**config.mk**
```make
export PLATFORM = sky130hd
export DESIGN_NAME = sfr_sqrt_pipe
export DESIGN_NICKNAME = d
export VERILOG_FILES = /design/src/design/schlick_fresnel_reflectance_defines.svh /design/src/design/sfr_pkg.sv /design/src/design/sfr_sqrt_pipe.sv
export SDC_FILE = /design/constraint.sdc
export NUM_CORES = 2
export LEC_CHECK = 0
export CORE_ASPECT_RATIO = 1.2
export CORE_MARGIN = 2
export CORE_UTILIZATION = 40
export DETAILED_ROUTE_END_ITERATION = 10
export DONT_BUFFER_PORTS = 1
export PLACE_DENSITY = 0.63
export SLEW_MARGIN = 20
export SYNTH_ARGS = -nofsm -noshare
export SYNTH_HDL_FRONTEND = slang
export SYNTH_SLANG_ARGS = --single-unit
```
**constraint.sdc**
```tcl
create_clock -name i_clk -period 8.6 [get_ports i_clk]
set_clock_uncertainty 0.1 [all_clocks]
set_input_delay 1.72 -clock i_clk [delete_from_list [all_inputs] [get_ports i_clk]]
set_output_delay 1.72 -clock i_clk [all_outputs]
set_load 0.02 [all_outputs]
```
**src/design/schlick_fresnel_reflectance_defines.svh**
```systemverilog
// ----------------------------------------------------------------------------
// Schlick Fresnel reflectance - assertion macros
// Shared concurrent check forms, clocked on i_clk, off while i_rst_n is low.
// ----------------------------------------------------------------------------
`ifndef SCHLICK_FRESNEL_REFLECTANCE_DEFINES_SVH
`define SCHLICK_FRESNEL_REFLECTANCE_DEFINES_SVH

// same-cycle implication
`define SFR_CHECK(lbl, ante, cons, msg) \
    lbl: assert property (@(posedge i_clk) disable iff (!i_rst_n) (ante) |-> (cons)) \
        else $error(msg);

// next-cycle implication
`define SFR_CHECK_NEXT(lbl, ante, cons, msg) \
    lbl: assert property (@(posedge i_clk) disable iff (!i_rst_n) (ante) |=> (cons)) \
        else $error(msg);

`endif

```
**src/design/sfr_pkg.sv**
```systemverilog
// ----------------------------------------------------------------------------
// Schlick Fresnel reflectance - package
// Fixed-point constants and pipeline unit sizes.
// ----------------------------------------------------------------------------
package sfr_pkg;

    localparam int unsigned COMP_W   = 16;   // Q1.14 vector component
    localparam int unsigned IDX_W    = 15;   // Q3.12 refractive index
    localparam int unsigned REFL_W   = 16;   // Q1.15 reflectance
    localparam int unsigned FRAC_W   = 28;
    localparam int unsigned CW       = 29;   // Q.28 values in [0, 1.0]

    localparam logic [CW-1:0] ONE_Q28  = 29'h1000_0000;
    localparam logic [30:0]   ONE_Q30  = 31'h4000_0000;
    localparam logic [REFL_W-1:0] REFL_ONE = 16'h8000;

    // sin^2 of transmitted angle: n1^2 (1 - cos^2) / n2^2
    localparam int unsigned SIN_NW = 59;
    localparam int unsigned SIN_DW = 30;
    localparam int unsigned SIN_QW = 29;

    // r0: d^2 2^30 / s^2
    localparam int unsigned R0_NW = 60;
    localparam int unsigned R0_DW = 32;
    localparam int unsigned R0_QW = 31;

    // transmitted cosine root
    localparam int unsigned SQRT_RW = 29;

    // multiplies in (1 - cos)^5
    localparam int unsigned POW_STEPS = 4;

endpackage

```
**src/design/sfr_sqrt_pipe.sv**
```systemverilog
// ----------------------------------------------------------------------------
// Schlick Fresnel reflectance - pipelined integer square root
// One root bit per stage, floor(sqrt(i_rad)).
// ----------------------------------------------------------------------------
module sfr_sqrt_pipe #(
    parameter int unsigned RW = sfr_pkg::SQRT_RW
) (
    input  logic            i_clk,
    input  logic            i_en,
    input  logic [2*RW-1:0] i_rad,
    output logic [RW-1:0]   o_root
);

    localparam int unsigned TW = 2 * RW + 1;

    logic [2*RW-1:0] r_rem  [RW];
    logic [RW-1:0]   r_root [RW];

    genvar g;
    for (g = 0; g < RW; g++) begin : g_stage
        localparam int unsigned SH = RW - 1 - g;

        logic [2*RW-1:0] rem_in;
        logic [RW-1:0]   root_in;
        logic [TW-1:0]   trial;
        logic            take;

        if (g == 0) begin : g_first
            assign rem_in  = i_rad;
            assign root_in = '0;
        end else begin : g_next
            assign rem_in  = r_rem[g-1];
            assign root_in = r_root[g-1];
        end

        // (root + 2^SH)^2 - root^2
        assign trial = (TW'(root_in) << (SH + 1)) + (TW'(1) << (2 * SH));
        assign take  = TW'(rem_in) >= trial;

        always_ff @(posedge i_clk) begin
            if (i_en) begin
                r_rem[g]  <= take ? (2*RW)'(TW'(rem_in) - trial) : rem_in;
                r_root[g] <= take ? (root_in | (RW'(1) << SH)) : root_in;
            end
        end
    end

    assign o_root = r_root[RW-1];

endmodule

```
==> metrics.md <==
| Metric | Value |
|---|---|
| Outcome | finished clean |
| Top FF cell, synth | edfxtp_1 |
| Final Hold Fails | 0 |
| Power Dens Cells | 260 nW/um^2 |
| Initial DRC count | 3638 |
| Antenna viol nets, final | 0 |
| CP Launch Type | input pin |
| Post-CTS Hold Buffers | 0 |
| Number of max-cap violations | 0 |
| Share of cells above drive strength 1 | 5.88% |
| Gr usage total | 18.1% |
| Total gr overflow | 0 |
| Ys Warns | 0 |
| Seq/Total Area, Yosys | 62.7% |
| Syn Inst Count | 7813 |
| H-tree levels | 4 |
| FF+latch count, synth | 2059 |
| Total wire length | 230000 um |
| Average cell area after synthesis | 12.6 um^2 |
| Core box area | 245000 um^2 |
| Setup WS post-layout | 2.58 ns |
| Via Count | 61100 |
| Worst skew pair latency | 0.88 ns |
| Initial core utilization | 40.3% |
| Post-DP HPWL | 175000 um |
| Top-level port count | 89 |
| DRT Pass-1 Iters | 5 |
| Commonest non-fill, non-tap cells in the layout | edfxtp_1, inv_1, nor2_1 |
| Multi-input gate area | 34300 um^2 |
| Drt via density | 5.39 |
| Period minus WS final | 6.02 ns |
| VDD IR max | 0.217 mV |
| DR DRC count | 0 |
| TritonCTS Buffers | 208 |
| Worst-path clk slew | 0.06 ns |
| Hold crit path type | reg2reg |
| Fillers | 21700 |
| Final Max Slew Viols | 0 |
| Worst slew pin tran | 1.10 ns |
| Post-synth EDFFs | 2059 |
| Netlist cell types | 82 |
| CP Class | in2reg |
| First-pass GRT wire length | 351000 um |
| Initial antenna violation count | 3 |
| Die H | 548 um |
| Ys async rst share | 0% |
| CTS max path bufs | 3 |
| P&R area growth vs syn | 11.3% |
| IO buf count | 0 |
| Mapped cell area | 98600 um^2 |
| FF+latch area | 61800 um^2 |
| WP data arrival | 6.32 ns |
| Max_slew headroom | 26.1% |
| Setup WS pre-CTS | 1.41 ns |
| Fin crit share | 70.0% |
| Clock sinks | 2059 |
| Reg-to-Reg Start | r_rem[1][416] |
| Final setup vio count | 0 |
| Post-CTS sizing | 0 |
| Largest net degree at the start of global routing | 243 |
| Syn Nets | 8333 |
| Row count | 199 |
| Nets@finish | 8462 |
| Die width | 457 um |
| Fmax | 0.166 GHz |
| Crit end category | flop |
| CP startpoint | i_en |
| Postcts setup bufs | 0 |
| Die area | 251000 um^2 |
| CTS tree | yes |
| Critical Path RT | 8.90 ns |
| Placer Congestion | 1.04 |
| Crit-path max FO | 162 |
| Unrepaired setup endpoints after global routing | false |
| Commonest non-fill, non-tap cell in the layout | edfxtp_1 |
| Vias in the first global route | 62800 |
| CTS Root Cell | clkbuf_16 |
| Setup TNS | 0 ns |
| DR WL/cell | 20.3 um |
| Worst Hold Launch | r_root[6][85] |
| Pleak | 40.6 nW |
## critical path, stage by stage
cell and delay [ns]:
buf_16 0.38, buf_16 0.45, buf_16 0.50, buf_16 0.42, buf_16 0.48, buf_16 0.56
buf_16 0.52, buf_16 0.50
## where the power goes
group          internal (mW)  leakage, nW  switching (mW)
clock                   5.11         3.28            3.84
combinational           2.37         17.5            3.45
sequential              12.7         19.8           0.994
## routing by layer
layer | GRT usage, % | vias up | wire length (um)
met3 | 2.25 | 572 | 7220
met1 | 16.1 | 29500 | 74900
met2 | 37.3 | 1441 | 133000
li1 | - | 29600 | -
met5 | 0 | - | 0
met4 | 11.2 | 0 | 15000
## worst paths after layout
path	depth (start not counted)	slack, ns	endpoint
min	0	0.30	r_root[6][114]
min reg2reg	0	0.30	r_root[6][114]
max reg2reg	11	3.86	r_rem[1][517]
max	8	2.58	r_rem[1][554]
## cells in the mapped netlist, drive strengths merged, types with 43 or more instances
cell type | n | area share [%]
o21ai | 315 | 1.6
or4 | 65 | 0.49
nor2 | 563 | 2.1
and2 | 43 | 0.27
xnor2 | 386 | 3.4
mux2 | 74 | 0.84
nor4 | 258 | 1.6
nand2b | 97 | 0.62
xor2 | 323 | 2.9
nand3 | 164 | 0.83
a21o | 173 | 1.3
inv | 570 | 2.2
a21oi | 499 | 2.5
ha | 460 | 5.8
o21a | 96 | 0.73
nor2b | 69 | 0.44
nand2 | 440 | 1.7
a211oi | 45 | 0.36
clkbuf | 120 | 0.46
edfxtp | 2059 | 63
nand4 | 126 | 0.80
nor3 | 211 | 1.1
or3 | 83 | 0.53
## state kept, by name (all words and copies together), names as in the netlist
signal / cells
r_rem: 1624
r_root: 435
## stage by stage
step	area (um^2)	std cells	utilization, %	hold slack (ns)	total power [mW]
after floorplan	98600	7813	-	0.317	17.7
after global placement	103000	10900	41.9	0.323	19.5
after detailed placement	103000	10900	42.0	0.325	19.7
after CTS	110000	11300	44.7	0.287	28.7
after global routing	110000	11300	44.8	0.305	29.8
final	110000	11300	44.8	0.301	28.5
## cell type report
| cell class | count | area share, % |
|---|---|---|
| Clock inverter | 116 | 1.30 |
| Inverter | 571 | 1.95 |
| Clock buffer | 259 | 4.92 |
| Multi-Input combinational cell | 5055 | 31.2 |
| Tap cell | 3216 | 3.67 |
| Timing Repair Buffer | 47 | 0.595 |
| Sequential cell | 2059 | 56.3 |
| Antenna cell | 3 | 0.00684 |
## kinds of logic (layout without fill, tap and decap cells)
family          Yosys count  in the layout  synth area share (%)
compound gates         1466           1466                  9.33
xor+xnor                709            709                  6.30
fa+ha+maj               460            460                  5.84
buf+inv                 699            993                  2.66
flops                  2059           2059                  62.7
mux                      85             85                 0.957
simple gates           2335           2335                  12.2
other cells               0              3                     0
No activity file was read; power rests on OpenSTA's default activity.
