$ cat config.mk
export PLATFORM = sky130hd
export DESIGN_NAME = sfr_div_pipe
export DESIGN_NICKNAME = d
export VERILOG_FILES = /design/src/design/schlick_fresnel_reflectance_defines.svh /design/src/design/sfr_pkg.sv /design/src/design/sfr_div_pipe.sv
export SDC_FILE = /design/constraint.sdc
export NUM_CORES = 2
export LEC_CHECK = 0
export BUFFER_PORTS_ARGS = -buffer_cell sky130_fd_sc_hd__buf_2
export CAP_MARGIN = 40
export CORE_MARGIN = 4
export CORE_UTILIZATION = 30
export DETAILED_ROUTE_END_ITERATION = 12
export MAX_ROUTING_LAYER = met4
export PLACE_DENSITY = 0.45
export SKIP_CTS_REPAIR_TIMING = 1
export SYNTH_ARGS = -nofsm -noshare
export SYNTH_HDL_FRONTEND = slang
export SYNTH_SLANG_ARGS = --single-unit
$ cat constraint.sdc
create_clock -name i_clk -period 4.6 [get_ports i_clk]
set_input_delay 0.92 -clock i_clk [delete_from_list [all_inputs] [get_ports i_clk]]
set_output_delay 0.92 -clock i_clk [all_outputs]
set_load 0.05 [all_outputs]
$ cat src/design/schlick_fresnel_reflectance_defines.svh
// ----------------------------------------------------------------------------
// Schlick Fresnel reflectance - assertion macros
// Shared concurrent check forms, clocked on i_clk, off while i_rst_n is low.
// ----------------------------------------------------------------------------
`ifndef SCHLICK_FRESNEL_REFLECTANCE_DEFINES_SVH
`define SCHLICK_FRESNEL_REFLECTANCE_DEFINES_SVH

// same-cycle implication
`define SFR_CHECK(lbl, ante, cons, msg) \
    lbl: assert property (@(posedge i_clk) disable iff (!i_rst_n) (ante) |-> (cons)) \
        else $error(msg);

// next-cycle implication
`define SFR_CHECK_NEXT(lbl, ante, cons, msg) \
    lbl: assert property (@(posedge i_clk) disable iff (!i_rst_n) (ante) |=> (cons)) \
        else $error(msg);

`endif

$ cat src/design/sfr_pkg.sv
// ----------------------------------------------------------------------------
// Schlick Fresnel reflectance - package
// Fixed-point constants and pipeline unit sizes.
// ----------------------------------------------------------------------------
package sfr_pkg;

    localparam int unsigned COMP_W   = 16;   // Q1.14 vector component
    localparam int unsigned IDX_W    = 15;   // Q3.12 refractive index
    localparam int unsigned REFL_W   = 16;   // Q1.15 reflectance
    localparam int unsigned FRAC_W   = 28;
    localparam int unsigned CW       = 29;   // Q.28 values in [0, 1.0]

    localparam logic [CW-1:0] ONE_Q28  = 29'h1000_0000;
    localparam logic [30:0]   ONE_Q30  = 31'h4000_0000;
    localparam logic [REFL_W-1:0] REFL_ONE = 16'h8000;

    // sin^2 of transmitted angle: n1^2 (1 - cos^2) / n2^2
    localparam int unsigned SIN_NW = 59;
    localparam int unsigned SIN_DW = 30;
    localparam int unsigned SIN_QW = 29;

    // r0: d^2 2^30 / s^2
    localparam int unsigned R0_NW = 60;
    localparam int unsigned R0_DW = 32;
    localparam int unsigned R0_QW = 31;

    // transmitted cosine root
    localparam int unsigned SQRT_RW = 29;

    // multiplies in (1 - cos)^5
    localparam int unsigned POW_STEPS = 4;

endpackage

$ cat src/design/sfr_div_pipe.sv
// ----------------------------------------------------------------------------
// Schlick Fresnel reflectance - pipelined restoring divider
// One quotient bit per stage; needs i_num < i_den * 2^QW.
// ----------------------------------------------------------------------------
module sfr_div_pipe #(
    parameter int unsigned NW = sfr_pkg::SIN_NW,
    parameter int unsigned DW = sfr_pkg::SIN_DW,
    parameter int unsigned QW = sfr_pkg::SIN_QW
) (
    input  logic          i_clk,
    input  logic          i_en,
    input  logic [NW-1:0] i_num,
    input  logic [DW-1:0] i_den,
    output logic [QW-1:0] o_quo
);

    localparam int unsigned WW = (NW > DW + QW) ? NW : DW + QW;

    logic [NW-1:0] r_rem [QW];
    logic [DW-1:0] r_den [QW];
    logic [QW-1:0] r_quo [QW];

    genvar g;
    for (g = 0; g < QW; g++) begin : g_stage
        localparam int unsigned SH = QW - 1 - g;

        logic [NW-1:0] rem_in;
        logic [DW-1:0] den_in;
        logic [QW-1:0] quo_in;
        logic [WW-1:0] trial;
        logic          take;

        if (g == 0) begin : g_first
            assign rem_in = i_num;
            assign den_in = i_den;
            assign quo_in = '0;
        end else begin : g_next
            assign rem_in = r_rem[g-1];
            assign den_in = r_den[g-1];
            assign quo_in = r_quo[g-1];
        end

        assign trial = WW'(den_in) << SH;
        assign take  = WW'(rem_in) >= trial;

        always_ff @(posedge i_clk) begin
            if (i_en) begin
                r_rem[g] <= take ? NW'(WW'(rem_in) - trial) : rem_in;
                r_den[g] <= den_in;
                r_quo[g] <= take ? (quo_in | (QW'(1) << SH)) : quo_in;
            end
        end
    end

    assign o_quo = r_quo[QW-1];

endmodule

==> results.json <==
{
  "rsz0062_at_grt": "no",
  "placedCellCount": 20700,
  "start_util_pct": 30.2,
  "hold_depth": 1,
  "io_buffers": 119,
  "seq_area_frac_synth_pct": 56.7,
  "path_class": "flip-flop to flip-flop",
  "switchingPower_mw": 39.6,
  "async_flop_share_pct": 0,
  "drt_iter0_drc": 4976,
  "clockRootBuffer": "clkbuf_16",
  "tns_ps": 0,
  "worstPathArrival_ps": 5050,
  "worst_pin_slew_ps": 895,
  "clk_pin_slew_worst_paths_ps": 60,
  "ys_top_cells_by_area": "edfxtp_1 (57%), ha_1 (7.0%), xnor2_1 (3.3%), a21oi_1 (3.2%), xor2_1 (3.0%)",
  "r2r_slack_ps": 230,
  "ys_seq_elements": 2927,
  "clock_power_share_pct": 25.4,
  "drt-total-wl_mm": 414,
  "drt-met1-wl_mm": 139,
  "synth_fp_nets": 14500,
  "grt_pass1_wl_mm": 632,
  "coreArea_mm2": 0.514,
  "synth-main-ff-cell": "edfxtp_1",
  "p_seq_share_pct": 37.0,
  "hold-worst-slack_ps": 132,
  "grt_pass1_vias": 108000,
  "syn_area_mm2": 0.155,
  "cp-end-kind": "flip-flop",
  "combPwrFrac_pct": 37.6,
  "drcViolationCount": 0,
  "yosys_warnings": 0,
  "viasPerCell": 4.84,
  "relSlewSlack_pct": 39.9,
  "intPower_mw": 71.3,
  "finalCriticalPeriod_ps": 4370,
  "final-max-slew-violation-count": 0,
  "period_share_pct": 94.9,
  "io_pins": 120,
  "reg2regPathDepth": 13,
  "highest_layer": "met4",
  "swShare_pct": 35.7,
  "htree_levels": 5,
  "synthCells": 13500,
  "grt_use_total_pct": 15.8,
  "r2r-end": "r_rem[0][934]$_DFFE_PP_",
  "holdPathEnd": "r_rem[0][12]$_DFFE_PP_",
  "die_x_um": 727,
  "numCtsBuffers": 357,
  "nets": 15100,
  "hold_start": "i_num[12]",
  "row_count": 263,
  "clock_path_buffers": 4,
  "wl_met2_mm": 230,
  "gp_congestion": 0.920,
  "power.leakage_nw": 68.0,
  "synthToLayoutAreaGrowth_pct": 15.6,
  "powerDensity_mw_per_mm2": 619,
  "critPathMaxFanout": 8,
  "fmax_mhz": 229,
  "startpoint_type": "flip-flop",
  "peakVddDrop_v": 0.000334,
  "syn_area_per_cell_um2": 11.5,
  "clkLatencyLatePin_ps": 970,
  "cts.sinks": 2927,
  "ys_types": 93,
  "grt_max_degree": 147,
  "yosysTopAreaCellShare_pct": 56.7,
  "stdcell_count": 21300,
  "place_hpwl_mm": 326,
  "status": "finished clean",
  "met3WireLength_mm": 11.2,
  "setup_viol": 0,
  "crit_required_ps": 5280,
  "drive_gt1_share_pct": 9.67,
  "vias": 103000,
  "overflow": 0,
  "synth.largest_area_cell": "edfxtp_1",
  "cap_violations": 0,
  "ant_nets": 0,
  "antenna_found_initial": 13,
  "fin_skew_ps": 74.2,
  "wl_per_cell_um": 19.4,
  "cts_tree": "yes",
  "hp-class": "input pin to flip-flop",
  "die-area_mm2": 0.528,
  "die_h_um": 727,
  "first_pass_iters": 5,
  "finalHoldViolCount": 0,
  "reg2reg_from": "r_rem[0][847]$_DFFE_PP_",
  "synth_edf_count": 2927
}
==> power groups by stage <==
stage                     registers [mW]  clock network [mW]  logic, mW
after floorplan                     39.9                   0       29.7
after global placement              41.6                   0       41.7
after detailed placement            41.6                   0       41.8
after CTS                           41.0                29.2       42.0
after global routing                41.6                30.4       46.3
final                               41.0                28.2       41.7
==> layout by cell type, fill, tap and decap left out, types with 84 or more instances in the layout <==
| cell type | count |
|---|---|
| mux2_2 | 131 |
| nor4_1 | 212 |
| a21o_1 | 468 |
| nand2_1 | 1092 |
| buf_2 | 121 |
| nor3_1 | 269 |
| o21a_1 | 115 |
| clkbuf_16 | 359 |
| o21bai_1 | 108 |
| nand2b_1 | 150 |
| nor2_1 | 812 |
| a31oi_1 | 103 |
| a21oi_1 | 996 |
| xor2_1 | 532 |
| buf_4 | 423 |
| ha_1 | 869 |
| edfxtp_1 | 2927 |
| and3_1 | 98 |
| o21ai_0 | 856 |
| nand4_1 | 223 |
| or3_1 | 92 |
| xnor2_1 | 575 |
| nand3_1 | 225 |
| inv_1 | 1121 |
| nor2b_1 | 119 |
| o31ai_1 | 84 |
==> state kept, by name, summed over array words and instances (netlist names) <==
signal  count
r_quo     435
r_rem    1652
r_den     840
==> cell families (layout without fill, tap and decap cells) <==
| group | Yosys count | count (layout) | share of synthesized area (%) |
|---|---|---|---|
| simple gates | 3675 | 3675 | 11.7 |
| compound gates | 3293 | 3293 | 13.2 |
| flops | 2927 | 2927 | 56.7 |
| buf+inv | 1480 | 2365 | 3.61 |
| xor+xnor | 1107 | 1107 | 6.26 |
| fa+ha+maj | 898 | 898 | 7.39 |
| mux | 147 | 147 | 1.06 |
| other cells | 0 | 22 | 0 |
==> worst max-delay path by stage <==
stage	startpoint	to	slack, ps	cells past startpoint
after floorplan	i_den[18]	r_rem[0][50]$_DFFE_PP_	650	13
after global placement	r_rem[0][897]$_DFFE_PP_	r_rem[1][58]$_DFFE_PP_	-5	15
after detailed placement	r_rem[1][620]$_DFFE_PP_	r_rem[1][706]$_DFFE_PP_	60	12
after CTS	r_rem[0][897]$_DFFE_PP_	r_rem[1][58]$_DFFE_PP_	30	15
after global routing	r_den[0][425]$_DFFE_PP_	r_rem[0][932]$_DFFE_PP_	10	14
final	r_rem[0][847]$_DFFE_PP_	r_rem[0][934]$_DFFE_PP_	230	13
==> cells in the mapped netlist, types with 23 or more instances <==
master and number:
or4_1 59, o211ai_1 56, a31o_2 26, nand3b_1 34
nor4b_1 32, nor2_1 812, and3_1 98, nor4_1 225
nand4_1 223, and4_1 24, o21a_1 115, xor2_1 532
buf_1 27, o31ai_1 85, o31a_1 29, or3_1 92
a211oi_1 86, edfxtp_1 2927, a21oi_1 1000, a2111oi_0 27
mux2_2 131, a21o_1 469, nand2_1 1093, fa_1 28
o21bai_1 111, inv_1 1121, nor3b_1 34, o21ai_0 858
a21boi_0 31, o2111ai_1 23, nor2b_1 119, xnor2_1 575
clkbuf_1 306, and2_1 44, a31oi_1 106, ha_1 870
or2_2 58, nand2b_1 150, a211o_1 31, nand3_1 225
nand4b_1 32, a221oi_1 24, nor3_1 274
==> critical path, stage by stage, from the launching register on <==
cell and delay (ps):
edfxtp_1 410, ha_1 410, and3_1 200, a211oi_1 190, a21boi_0 380, o221a_2 310
o31ai_1 80, buf_4 150, o21ai_0 570, o311ai_0 320, buf_4 220, a211oi_1 530
nand4_1 180, xnor2_1 150
==> routing by layer <==
| metal | up-vias | track usage (%) |
|---|---|---|
| li1 | 51300 | - |
| met1 | 48900 | 14.0 |
| met2 | 1785 | 30.9 |
| met3 | 1110 | 1.72 |
| met4 | 0 | 10.5 |
| met5 | - | - |
==> stage by stage <==
step	cell area (µm²)	total power, mW	util (%)	worst slack (ps)
floorplan	155000	69.5	-	650
global placement	167000	83.3	32.6	-5.00
detailed placement	167000	83.3	32.6	56.0
CTS	179000	112	34.9	25.3
global route	179000	118	34.9	14.4
finish	179000	111	34.9	234
==> cell type report <==
cell class / count / area (µm²)
diodes: 22 / 55.1
clock buffers: 427 / 9240
clock inverters: 214 / 2470
fillers: 51000 / 335000
inverters: 1127 / 4230
multi-input cells: 9120 / 61800
flip-flops and latches: 2927 / 87900
well taps: 6890 / 8620
repair buffers: 597 / 4830
(Power assumes the default switching activity.)
